## src/hw/rtl/tlg_grid_mem.sv

```systemverilog
// tlg_grid_mem: cell grid storage, one row per entry.
// One write port and one read port, registered read data. No dependencies.
`default_nettype none

module tlg_grid_mem #(
    parameter int DEPTH = 64,
    parameter int WIDTH = 64
) (
    input  wire logic                     i_clk,
    input  wire logic                     i_we,
    input  wire logic [$clog2(DEPTH)-1:0] i_waddr,
    input  wire logic [WIDTH-1:0]         i_wdata,
    input  wire logic                     i_re,
    input  wire logic [$clog2(DEPTH)-1:0] i_raddr,
    output logic      [WIDTH-1:0]         o_rdata
);

    logic [WIDTH-1:0] r_mem [DEPTH];
    logic [WIDTH-1:0] r_rdata;

    // write one row
    always_ff @(posedge i_clk) begin
        if (i_we) begin
            r_mem[i_waddr] <= i_wdata;
        end
    end

    // read one row, data registered and out in the following cycle
    always_ff @(posedge i_clk) begin
        if (i_re) begin
            r_rdata <= r_mem[i_raddr];
        end
    end

    assign o_rdata = r_rdata;

endmodule : tlg_grid_mem

`default_nettype wire

```

## config.mk

```make
export PLATFORM = sky130hd
export DESIGN_NAME = tlg_grid_mem
export DESIGN_NICKNAME = d
export VERILOG_FILES = /design/src/hw/rtl/tlg_grid_mem.sv
export SDC_FILE = /design/constraint.sdc
export NUM_CORES = 2
export LEC_CHECK = 0
export BUFFER_PORTS_ARGS = -buffer_cell sky130_fd_sc_hd__buf_4
export CORE_ASPECT_RATIO = 0.9
export CORE_MARGIN = 4
export CORE_UTILIZATION = 35
export CTS_BUF_LIST = sky130_fd_sc_hd__clkbuf_8 sky130_fd_sc_hd__clkbuf_16
export DETAILED_ROUTE_END_ITERATION = 6
export GPL_TIMING_DRIVEN = 0
export SETUP_SLACK_MARGIN = 0.2
export SLEW_MARGIN = 20
export SYNTH_ARGS = -nofsm -noshare
export SYNTH_HDL_FRONTEND = slang
export SYNTH_SLANG_ARGS = --single-unit
```

## constraint.sdc

```tcl
create_clock -name i_clk -period 20.3 [get_ports i_clk]
set_input_delay 4.06 -clock i_clk [delete_from_list [all_inputs] [get_ports i_clk]]
set_output_delay 4.06 -clock i_clk [all_outputs]
set_load 0.02 [all_outputs]
```

==> run summary <==
status - finished clean
reg2reg path depth - 5
flip-flop and latch area - 124900 um^2
TritonCTS Buffers - 417
syn nets - 6677
most frequent cells in the layout - edfxtp_1 (4160), mux4_2 (1024), clkbuf_16 (423), buf_4 (185), buf_2 (171)
global-route wire length before repair - 614300 um
Max Buffers Root-to-Sink - 4
IO Count - 143
DRC Markers - 0
Hold Slack - 0.9813 ns
synthesized area per cell - 23.79 um^2
CTS clk-pin slew, worst paths - 0.06 ns
Slew @ Worst Pin - 1.332 ns
CP Class - input pin to flip-flop
worst r2r dst - o_rdata[47]$_DFFE_PP_
area grow syn2layout - 18.01%
fill count - 38242
CP Max Fanout - 10
multi-input logic area - 30820 um^2
PortBufs - 134
Min-Delay Path Class - flip-flop to flip-flop
Comb pwr share - 0.053
Req. time, crit path - 20.89 ns
largest net degree at the start of global routing - 65
cell taking the most area after synthesis - edfxtp_1
most common cell after layout, fill and taps aside - edfxtp_1
Worst setup endpoint - o_rdata[7]$_DFFE_PP_
clock network fraction of total power - 0.419
DR iter-0 viols - 11306
post-CTS setup buffers - 0
Hold-fix buffers, CTS - 0
Tot Pwr - 18.09 mW
Synth area leaders - edfxtp_1 (80%), mux4_2 (15%), mux2i_1 (0.86%)
dpl hpwl - 300600 um
Die Span Y - 643.4 um
max_slew headroom - 0.1067
sequential share of power - 0.528
grt total ovfl - 0
vias - 76879
unrepaired setup endpoints after global routing - no
skew final - 0.05452 ns
cell area after layout - 185300 um^2
VDD IR max - 82.08 uV
gpl congestion - 0.8224
initial core utilization - 0.3510
cells after synthesis - 6598
Ys Warns - 0
worst flop-to-flop path startpoint - r_mem[52][47]$_DFFE_PP_
Setup crit start kind - input pin
Final Critical Period - 7.836 ns
per-cell routed wire length - 32.15 um
vias in the first global route - 77345
Tot GR Track Use - 0.1892
H-tree levels - 5
DR vias/cell - 5.579
Seq/Total Area, Yosys - 0.7957
Clock Latency Late Sink - 0.97 ns
CTS tree - built
Tcrit/Tclk final - 0.3860
CP Capture Type - flip-flop
pwr dens - 97.65 nW/um^2
root buf cell - clkbuf_16
EDFF count, synth - 4160
Rows - 233
top_reg_cell synth - edfxtp_1
Mapped Area - 157000 um^2
DRT Wirelength - 443100 um
Worst Setup SP - i_raddr[2]
nets - 7500
Reg2Reg Setup Slack - 17.13 ns
die area - 459300 um^2
crit path DAT - 8.42 ns
f_max - 127.6 MHz
number of synthesized register bits - 4160
Post-synth ARST share - 0
CTS-repair resized insts - 0
count of cell types in the netlist - 32
Max-Cap Viols - 0
max-slew violation count - 0
Num Clock Sinks - 4160
Placeable Area - 447200 um^2
Area after DPL - 171700 um^2
endpoints failing hold - 0
cell internal pwr - 14.20 mW
switching pwr - 3.889 mW
Leak Pwr - 57.69 nW
layout cell share with drive strength beyond 1 - 0.3014
Chip Width - 714.0 um
setup violators final - 0
DR pass1 iterations - 6
initial antenna violation count - 60
share of the synthesized area in the top cell type - 0.7957
Switching Fraction - 0.2150
Routed Antenna Nets - 0
total negative slack - 0 ns
## cells in the mapped netlist, drive strengths merged (38+ instances only)
cell,number
nand2,58
nor2,112
mux4,1024
and3,64
clkbuf,140
o22ai,83
nand3,45
a22o,88
buf,230
edfxtp,4160
o221ai,38
a211oi,63
a22oi,168
mux2i,135
## power groups by stage
| stage | Clock [mW] | Combinational, mW | Sequential, mW |
|---|---|---|---|
| 2_1_floorplan | 0 | 0.443 | 9.74 |
| 3_3_place_gp | 0 | 0.921 | 9.74 |
| 3_5_place_dp | 0 | 0.965 | 9.73 |
| 4_1_cts | 7.69 | 0.967 | 9.55 |
| 5_1_grt | 8.07 | 1.01 | 9.55 |
| 6_report | 7.58 | 0.966 | 9.55 |
## cell type report
cell class / instances / area share
repair buffers: 404 / 0.03624
multi-input cells: 2049 / 0.1663
flip-flops and latches: 4160 / 0.6743
clock buffers: 423 / 0.05714
clock inverters: 338 / 0.01515
diodes: 26 / 0.0003512
inverters: 19 / 0.0003850
plain buffers: 370 / 0.009644
well taps: 5992 / 0.04047
## state kept, by name, summed over array words and instances, names as in the netlist
register and count:
r_mem 4096, o_rdata 64
## worst max-delay path, stage by stage
cell and delay (ns):
buf_2 0.30, buf_4 0.40, buf_2 0.51, buf_2 0.70, buf_4 0.38, mux2i_1 0.12
o22ai_1 0.69, a31oi_1 0.30, a211oi_1 0.89
## per-stage QoR
| stage | setup slack, ns | instances | util |
|---|---|---|---|
| after floorplan | 10.80 | 6598 | - |
| after global placement | 4.085 | 12724 | 0.3701 |
| after detailed placement | 11.57 | 12994 | 0.3840 |
| after CTS | 12.59 | 13755 | 0.4140 |
| after global routing | 12.57 | 13760 | 0.4141 |
| final | 12.46 | 13781 | 0.4143 |
## kinds of logic after synthesis
kind of cell / after synthesis / share of synthesized area
flip-flops: 4160 / 0.7957
multiplexers: 1159 / 0.1555
AO/OA/AOI/OAI: 504 / 0.02467
buffers and inverters: 389 / 0.01176
AND/OR/NAND/NOR: 386 / 0.01235
## worst min path at each step
stage	start	to	slack, ns	cells after the start
final	r_mem[62][34]$_DFFE_PP_	o_rdata[34]$_DFFE_PP_	0.98	4
after global routing	r_mem[63][34]$_DFFE_PP_	o_rdata[34]$_DFFE_PP_	1.03	4
after CTS	r_mem[62][34]$_DFFE_PP_	o_rdata[34]$_DFFE_PP_	0.99	4
after detailed placement	r_mem[62][34]$_DFFE_PP_	o_rdata[34]$_DFFE_PP_	0.97	4
after global placement	r_mem[60][34]$_DFFE_PP_	o_rdata[34]$_DFFE_PP_	0.99	4
after floorplan	r_mem[30][61]$_DFFE_PP_	o_rdata[61]$_DFFE_PP_	0.86	4
## per-layer routing
layer,GRT usage,routed length (um),vias to the layer above
li1,-,-,30315
met1,0.2605,175000,41493
met2,0.2969,207500,4240
met3,0.04017,41770,799
met4,0.07023,18560,32
met5,0,192,-
(Power assumes the default switching activity.)
