`src/hw/rtl/tlg_pkg.sv`:
```
// tlg_pkg: shared constants for the toroidal life generation step unit.
// Holds opcodes, register indexes and the B3/S23 rule counts.
// No dependencies.
`default_nettype none

package tlg_pkg;

    // operation codes carried by an input word
    localparam logic [1:0] OP_WRITE = 2'd0;
    localparam logic [1:0] OP_READ  = 2'd1;
    localparam logic [1:0] OP_STEP  = 2'd2;

    // configuration register indexes
    localparam logic CFG_ROWS = 1'b0;
    localparam logic CFG_COLS = 1'b1;

    // neighbour count type and the rule counts
    typedef logic [3:0] t_count;

    localparam t_count BIRTH_COUNT = 4'd3;
    localparam t_count SURVIVE_LOW = 4'd2;

endpackage : tlg_pkg

`default_nettype wire

```
`src/hw/rtl/tlg_row_unit.sv`:
```
// tlg_row_unit: next generation of one grid row from a three-row window.
// Columns wrap at the last column in use. Depends on tlg_pkg.
`default_nettype none

module tlg_row_unit #(
    parameter int W = 64
) (
    input  wire logic [W-1:0]         i_prev,
    input  wire logic [W-1:0]         i_cur,
    input  wire logic [W-1:0]         i_next,
    input  wire logic [$clog2(W)-1:0] i_last_col,
    output logic      [W-1:0]         o_new,
    output logic                      o_changed
);

    import tlg_pkg::*;

    localparam int CAW = $clog2(W);

    logic [W-1:0] left_prev, left_cur, left_next;
    logic [W-1:0] sh_prev, sh_cur, sh_next;
    logic [W-1:0] right_prev, right_cur, right_next;
    t_count       cnt [W];

    // left neighbours: column zero wraps to the last column in use
    assign left_prev = {i_prev[W-2:0], i_prev[i_last_col]};
    assign left_cur  = {i_cur[W-2:0],  i_cur[i_last_col]};
    assign left_next = {i_next[W-2:0], i_next[i_last_col]};

    assign sh_prev = {1'b0, i_prev[W-1:1]};
    assign sh_cur  = {1'b0, i_cur[W-1:1]};
    assign sh_next = {1'b0, i_next[W-1:1]};

    // count and apply the rule lane by lane
    always_comb begin
        for (int c = 0; c < W; c++) begin
            // last column in use wraps right onto column zero
            if (CAW'(c) == i_last_col) begin
                right_prev[c] = i_prev[0];
                right_cur[c]  = i_cur[0];
                right_next[c] = i_next[0];
            end else begin
                right_prev[c] = sh_prev[c];
                right_cur[c]  = sh_cur[c];
                right_next[c] = sh_next[c];
            end
            cnt[c] = t_count'(left_prev[c]) + t_count'(i_prev[c]) + t_count'(right_prev[c])
                   + t_count'(left_cur[c])  + t_count'(right_cur[c])
                   + t_count'(left_next[c]) + t_count'(i_next[c]) + t_count'(right_next[c]);
            // columns beyond the area in use keep their value
            if (CAW'(c) <= i_last_col) begin
                o_new[c] = (cnt[c] == BIRTH_COUNT) || (i_cur[c] && (cnt[c] == SURVIVE_LOW));
            end else begin
                o_new[c] = i_cur[c];
            end
        end
    end

    assign o_changed = |(o_new ^ i_cur);

endmodule : tlg_row_unit

`default_nettype wire

```
`config.mk`:
```
export PLATFORM = sky130hd
export DESIGN_NAME = tlg_row_unit
export DESIGN_NICKNAME = d
export VERILOG_FILES = /design/src/hw/rtl/tlg_pkg.sv /design/src/hw/rtl/tlg_row_unit.sv
export SDC_FILE = /design/constraint.sdc
export NUM_CORES = 1
export LEC_CHECK = 0
export BUFFER_PORTS_ARGS = -buffer_cell sky130_fd_sc_hd__buf_2
export CAP_MARGIN = 20
export CORE_UTILIZATION = 30
export DETAILED_ROUTE_END_ITERATION = 10
export GPL_ROUTABILITY_DRIVEN = 0
export PLACE_DENSITY = 0.49
export SLEW_MARGIN = 20
export SYNTH_ARGS = -nofsm -noshare
export SYNTH_HDL_FRONTEND = slang
export SYNTH_SLANG_ARGS = --single-unit
```
`constraint.sdc`:
```
create_clock -name vclk -period 7.4
set_input_delay 0.74 -clock vclk [all_inputs]
set_output_delay 0.74 -clock vclk [all_outputs]
set_load 0.01 [all_outputs]
```
==> results of run 1 <==
==> final timing paths <==
kind | startpoint | to | cells after the start
setup / recovery | i_last_col[0] | o_changed | 22
hold / removal | i_cur[61] | o_new[61] | 4
==> layout make-up <==
cell class | count | share of cell area [%]
Inverter | 397 | 7.399
Timing Repair Buffer | 372 | 11.24
Multi-Input combinational cell | 1642 | 76.66
Tap cell | 756 | 4.697
==> metal layers <==
metal	wire length [um]	up-vias	global-route usage (%)
li1	-	7847	-
met5	26	-	0
met3	7152	166	5.161
met4	3719	4	10.68
met1	31680	8688	34.04
met2	34940	887	41.67
==> per-stage QoR <==
step                      instance area, sq um  utilization, %  cells  setup TNS [ns]
final                                    20140           35.65   3167               0
after floorplan                          17210               -   2117               0
after global placement                   20050           35.48   3165        -0.06921
after CTS                                20070           35.53   3165               0
after global routing                     20140           35.65   3167        -0.03101
after detailed placement                 20050           35.48   3165         -0.1577
==> critical path, stage by stage <==
cell and delay (ns):
buf_12 0.13, buf_12 0.14, buf_4 0.16, nor2b_1 0.14
and2_2 0.22, a221o_1 0.35, o311a_1 0.32, nor4_4 0.28
fa_1 0.48, fa_1 0.49, fa_1 0.53, inv_1 0.05
ha_1 0.22, fa_1 0.52, nand4b_1 0.16, o32ai_4 0.16
o22a_1 0.20, o311ai_1 0.13, a311o_1 0.33, nor4_2 0.26
nand4_1 0.27, buf_2 0.24
==> timing repair <==
item                                    in CTS  in global routing
endpoints found under the setup margin       1                  1
cloned                                       0                  0
hold buffers                                 0                  0
resized for setup                            5                 11
buffers inserted                             0                  2
pin swaps                                    3                  9
==> cells in the final DEF, fill, tap and decap left out, types with 31 or more instances in the layout <==
| cell | Yosys | routed |
|---|---|---|
| a21oi_1 | 165 | 165 |
| a22oi_1 | 36 | 35 |
| buf_2 | 20 | 261 |
| buf_4 | 2 | 101 |
| fa_1 | 256 | 256 |
| ha_1 | 192 | 192 |
| inv_1 | 396 | 396 |
| mux2_2 | 37 | 37 |
| mux2i_1 | 98 | 98 |
| nand2_1 | 159 | 159 |
| nand3_1 | 31 | 31 |
| nor2_1 | 148 | 148 |
| nor2b_1 | 51 | 51 |
| nor4b_1 | 40 | 39 |
| o21ai_0 | 92 | 92 |
==> cell families (layout without fill, tap and decap cells) <==
| family | count (synthesis) | count (layout) | share of synthesized area [%] |
|---|---|---|---|
| AND/OR/NAND/NOR | 567 | 567 | 16.89 |
| buffers and inverters | 475 | 769 | 10.68 |
| AO/OA/AOI/OAI | 460 | 460 | 16.63 |
| adder cells (fa/ha/maj) | 448 | 448 | 43.73 |
| multiplexers | 164 | 164 | 11.91 |
| XOR/XNOR | 3 | 3 | 0.1527 |
==> report_power, final <==
part / total (mW) / leakage (nW) / switching (mW) / internal [mW]
sequential: 0 / 0 / 0 / 0
combinational: 2.93 / 9.70 / 1.74 / 1.19
clock: 0 / 0 / 0 / 0
total: 2.93 / 9.70 / 1.74 / 1.19
==> flow_summary_export.csv, run 1 <==
group,metric,value,unit
finish,drive_gt1_share,19.29,%
run_status,run_status,"complete, no violations",
pwr,power_density,145.3,nW/um^2
yosys,synth.avg_cell_area,8.131,sq um
global_routing,global_route.usage.total,26.00,%
pwr,power,2.927,mW
global_routing,grt_pass1_vias,17690,
detailed_routing,detailedRoute.firstPassIterationCount,5,
yosys,netlist.area_leader.share,29.77,%
yosys,mappedNetlistNets,2763,
pwr,peakVddDrop,0.05729,mV
timing,timing.final.max_slew_violations,0,
yosys,synthesis.area,17210,sq um
finish,fillers,5916,
critical_path,worst_ep_required_time,6.66,ns
detailed_routing,wl,77.52,mm
yosys,seq_area_frac_synth,0,%
yosys,yosysWarningCount,0,
yosys,syn_inst,2117,
finish,flow.area_growth_from_synthesis,17.01,%
detailed_routing,detailroute.via_count,17590,
global_routing,antenna_found_initial,2,
floorplanning,die-width,241.5,um
critical_path,timing.setup.critical_path_class,"input pin to primary output",
yosys,post_synth_main_area_contributors,"fa_1, ha_1, inv_1",
floorplanning,fp-row-count,87,
critical_path,worstSetupEndpointType,"primary output",
run,drv_cap,0,
timing,number_of_hold_slack_violations_in_the_final_timing_report,0,
global_routing,grt_pass1_wl,114.0,mm
timing,finalSetupViolations,0,
critical_path,worst_ep_arrival_time,6.52,ns
finish,multiInputGateArea,15440,sq um
detailed_routing,number_of_routed_nets_with_antenna_violations,0,
timing,tightest_slew,1.033,ns
yosys,most_repeated_cell_in_the_gate_level_netlist_after_synthesis,"inv_1",
floorplanning,initial_core_util,30.47,%
timing,clock.fmax,137.7,MHz
finish,nets,3059,
hold_path,hold_path_class,"input pin to primary output",
timing,final.period_utilization,98.16,%
detailed_routing,avgViaCountPerCell,5.555,
finish,sequential_area,0,sq um
finish,diodes,0,
detailed_routing,first_drt_iteration_drcs,1560,
floorplanning,chip_height,241.5,um
critical_path,kind_of_start_point_of_the_critical_path,"input pin",
timing,timing.max_slew.rel_slack,31.09,%
timing,timing.hold.ws,1.866,ns
critical_path,critical_path.max_fanout,7,
pwr,leakage_power,9.702,nW
floorplanning,floorplan.io_pins,263,
placement,dp_hpwl,66.23,mm
placement,post-place-ws,-0.1577,ns
finish,seq_cells,0,
placement,port_buffers,263,
global_routing,pin_count_of_the_biggest_net_entering_global_routing,45,
detailed_routing,detail_route.drc_violations,0,
global_routing,grt_overflow,0,
timing,post-route-worst-setup-slack,0.1362,ns
yosys,synthDominantAreaCellType,"fa_1",
finish,final.clkbuf_count,0,
detailed_routing,detail_route.wl_per_cell,24.48,um
floorplanning,design.core.area,56500,sq um
floorplanning,dieArea,58340,sq um
timing,period_minus_slack,7.264,ns
yosys,ys_top_cells_by_count,"inv_1, fa_1, ha_1",
yosys,netlist-cell-type-count,76,
Power figures use the tool's default switching activity.
==> inputs of run 2 (changes only) <==
==> constraint.sdc (replaced) <==
create_clock -name vclk -period 7.4
set_input_delay 1.85 -clock vclk [all_inputs]
set_output_delay 1.85 -clock vclk [all_outputs]
set_load 0.01 [all_outputs]
==> run 2 against run 1 <==
Effect of this change: the run now ends with setup timing left; final area up 34%; count of clock-buffer cells in the layout did not move; combinational power is 40% higher; sequential cell count is the same; critical path depth up 1; worst setup slack got worse by 2.0 ns; maximum frequency shrank 22%; worst hold slack improved by 2.3 ns; power rose by 40%; utilization up 12 points; first-iteration DRC count grew 6.3%; largest power group unchanged.
==> flow_summary_export.csv, run 2 (synthesis results as in run 1) <==
group,metric,value,unit
critical_path,worstSetupEndpointType,"primary output",
hold_path,hold_path_class,"input pin to primary output",
finish,non_filler_instances,3724,
detailed_routing,detailedRoute.firstPassIterationCount,5,
timing,finalSetupViolations,55,
cts,cts-hold-fix-buffers,0,
floorplanning,design.core.area,56500,sq um
critical_path,kind_of_start_point_of_the_critical_path,"input pin",
finish,diodes,0,
hold_path,min_delay_path_depth,5,
run_status,run_status,"complete, but fails checks",
hold_path,worst_hold_path_ep,"o_new[46]",
pwr,power_density,151.9,nW/um^2
detailed_routing,detailroute.via_count,20210,
placement,post-place-ws,-2.006,ns
timing,period_minus_slack,9.280,ns
timing,timing.max_slew.rel_slack,38.57,%
detailed_routing,detail_route.drc_violations,0,
floorplanning,initial_core_util,30.47,%
floorplanning,fp-row-count,87,
critical_path,timing.setup.critical_path_class,"input pin to primary output",
timing,rsz_0062_raised_after_global_routing,"yes",
finish,nets,3616,
placement,dp_hpwl,73.28,mm
floorplanning,die-width,241.5,um
detailed_routing,detail_route.wl_per_cell,23.26,um
finish,sequential_area,0,sq um
detailed_routing,avgViaCountPerCell,5.426,
timing,number_of_hold_slack_violations_in_the_final_timing_report,0,
finish,final.clkbuf_count,0,
timing,clock.fmax,107.8,MHz
timing,post-route-worst-setup-slack,-1.880,ns
timing,timing.hold.ws,4.202,ns
timing,tightest_slew,0.9181,ns
timing,finalSetupTns,-15.42,ns
run,drv_cap,0,
detailed_routing,number_of_routed_nets_with_antenna_violations,0,
run_status,violations_in_the_final_reports,"setup timing",
detailed_routing,wl,86.63,mm
critical_path,critical_path.max_fanout,4,
global_routing,grt_pass1_vias,20750,
global_routing,global_route.usage.total,28.63,%
timing,timing.final.max_slew_violations,0,
global_routing,grt_overflow,0,
finish,flow.area_growth_from_synthesis,56.59,%
placement,port_buffers,263,
timing,final.period_utilization,125.4,%
finish,drive_gt1_share,45.79,%
floorplanning,chip_height,241.5,um
finish,seq_cells,0,
floorplanning,dieArea,58340,sq um
critical_path,worst_ep_required_time,5.55,ns
pwr,peakVddDrop,0.06582,mV
finish,most_common_library_cell_in_the_layout_ignoring_fill_and_taps,"buf_4",
critical_path,worst_ep_arrival_time,7.43,ns
pwr,leakage_power,12.89,nW
global_routing,pin_count_of_the_biggest_net_entering_global_routing,26,
floorplanning,floorplan.io_pins,263,
hold_path,holdCritStartpoint,"i_cur[46]",
finish,top_library_cells_by_usage_in_the_layout_fill_and_taps_aside,"buf_4, inv_1, fa_1, buf_2, ha_1",
global_routing,grt_pass1_wl,127.0,mm
global_routing,antenna_found_initial,0,
placement,dp_cells,3617,
detailed_routing,first_drt_iteration_drcs,1658,
pwr,power,4.093,mW
## run 2: area by class of cell
class                           instances  area, sq um
Fill cell                            5368        29540
Multi-Input combinational cell       1642        17380
Timing Repair Buffer                  929         7133
Inverter                              397         1494
Tap cell                              756        945.9
## run 2: critical path, stage by stage
cell and delay [ns]:
bufbuf_16 0.26, buf_6 0.12, nor2b_4 0.12, and2_4 0.18, a22oi_1 0.24, o21ai_0 0.18, a211oi_2 0.23, nor2_1 0.09
nor4_2 0.26, fa_1 0.48, fa_1 0.45, fa_1 0.49, inv_1 0.05, ha_2 0.18, fa_1 0.52, inv_1 0.09
o32ai_4 0.25, o22a_1 0.20, o311ai_1 0.11, a311o_1 0.32, nor4_2 0.25, nand4_1 0.28, buf_2 0.24
## run 2: per-stage QoR
step	utilization [%]	instance area, sq um
global route	47.71	26950
global placement	41.46	23420
finish	47.71	26950
CTS	44.47	25120
detailed placement	41.46	23420
floorplan	-	17300
## run 2: metal layers
| layer | GRT usage (%) | share of wire (%) | wire length [um] | vias to the layer above |
|---|---|---|---|---|
| li1 | - | - | - | 8975 |
| met5 | 0 | 0 | 0 | - |
| met2 | 46.41 | 45 | 39130 | 966 |
| met4 | 13.79 | 6.4 | 5553 | 0 |
| met3 | 4.928 | 8.1 | 7008 | 252 |
| met1 | 36.81 | 40 | 34930 | 10020 |
## run 2: power by group
| part | internal (mW) | total [mW] | switching, mW |
|---|---|---|---|
| clock network | 0 | 0 | 0 |
| registers | 0 | 0 | 0 |
| logic | 1.96 | 4.09 | 2.13 |
| total | 1.96 | 4.09 | 2.13 |
## run 2: worst max-delay path by stage
| stage | startpoint | end | slack [ns] | depth (start not counted) |
|---|---|---|---|---|
| 2_1_floorplan | i_last_col[1] | o_changed | -1.26 | 21 |
| 3_3_place_gp | i_last_col[0] | o_changed | -1.95 | 19 |
| 3_5_place_dp | i_last_col[0] | o_changed | -2.01 | 19 |
| 4_1_cts | i_last_col[0] | o_changed | -1.70 | 19 |
| 5_1_grt | i_last_col[0] | o_changed | -1.94 | 23 |
| 6_report | i_last_col[0] | o_changed | -1.88 | 23 |
## run 2: repair_timing
item	CTS	global route
pin swaps	101	151
gates resized for setup	277	341
gates cloned	3	0
buffers inserted	59	59
endpoints found under the setup margin	65	65
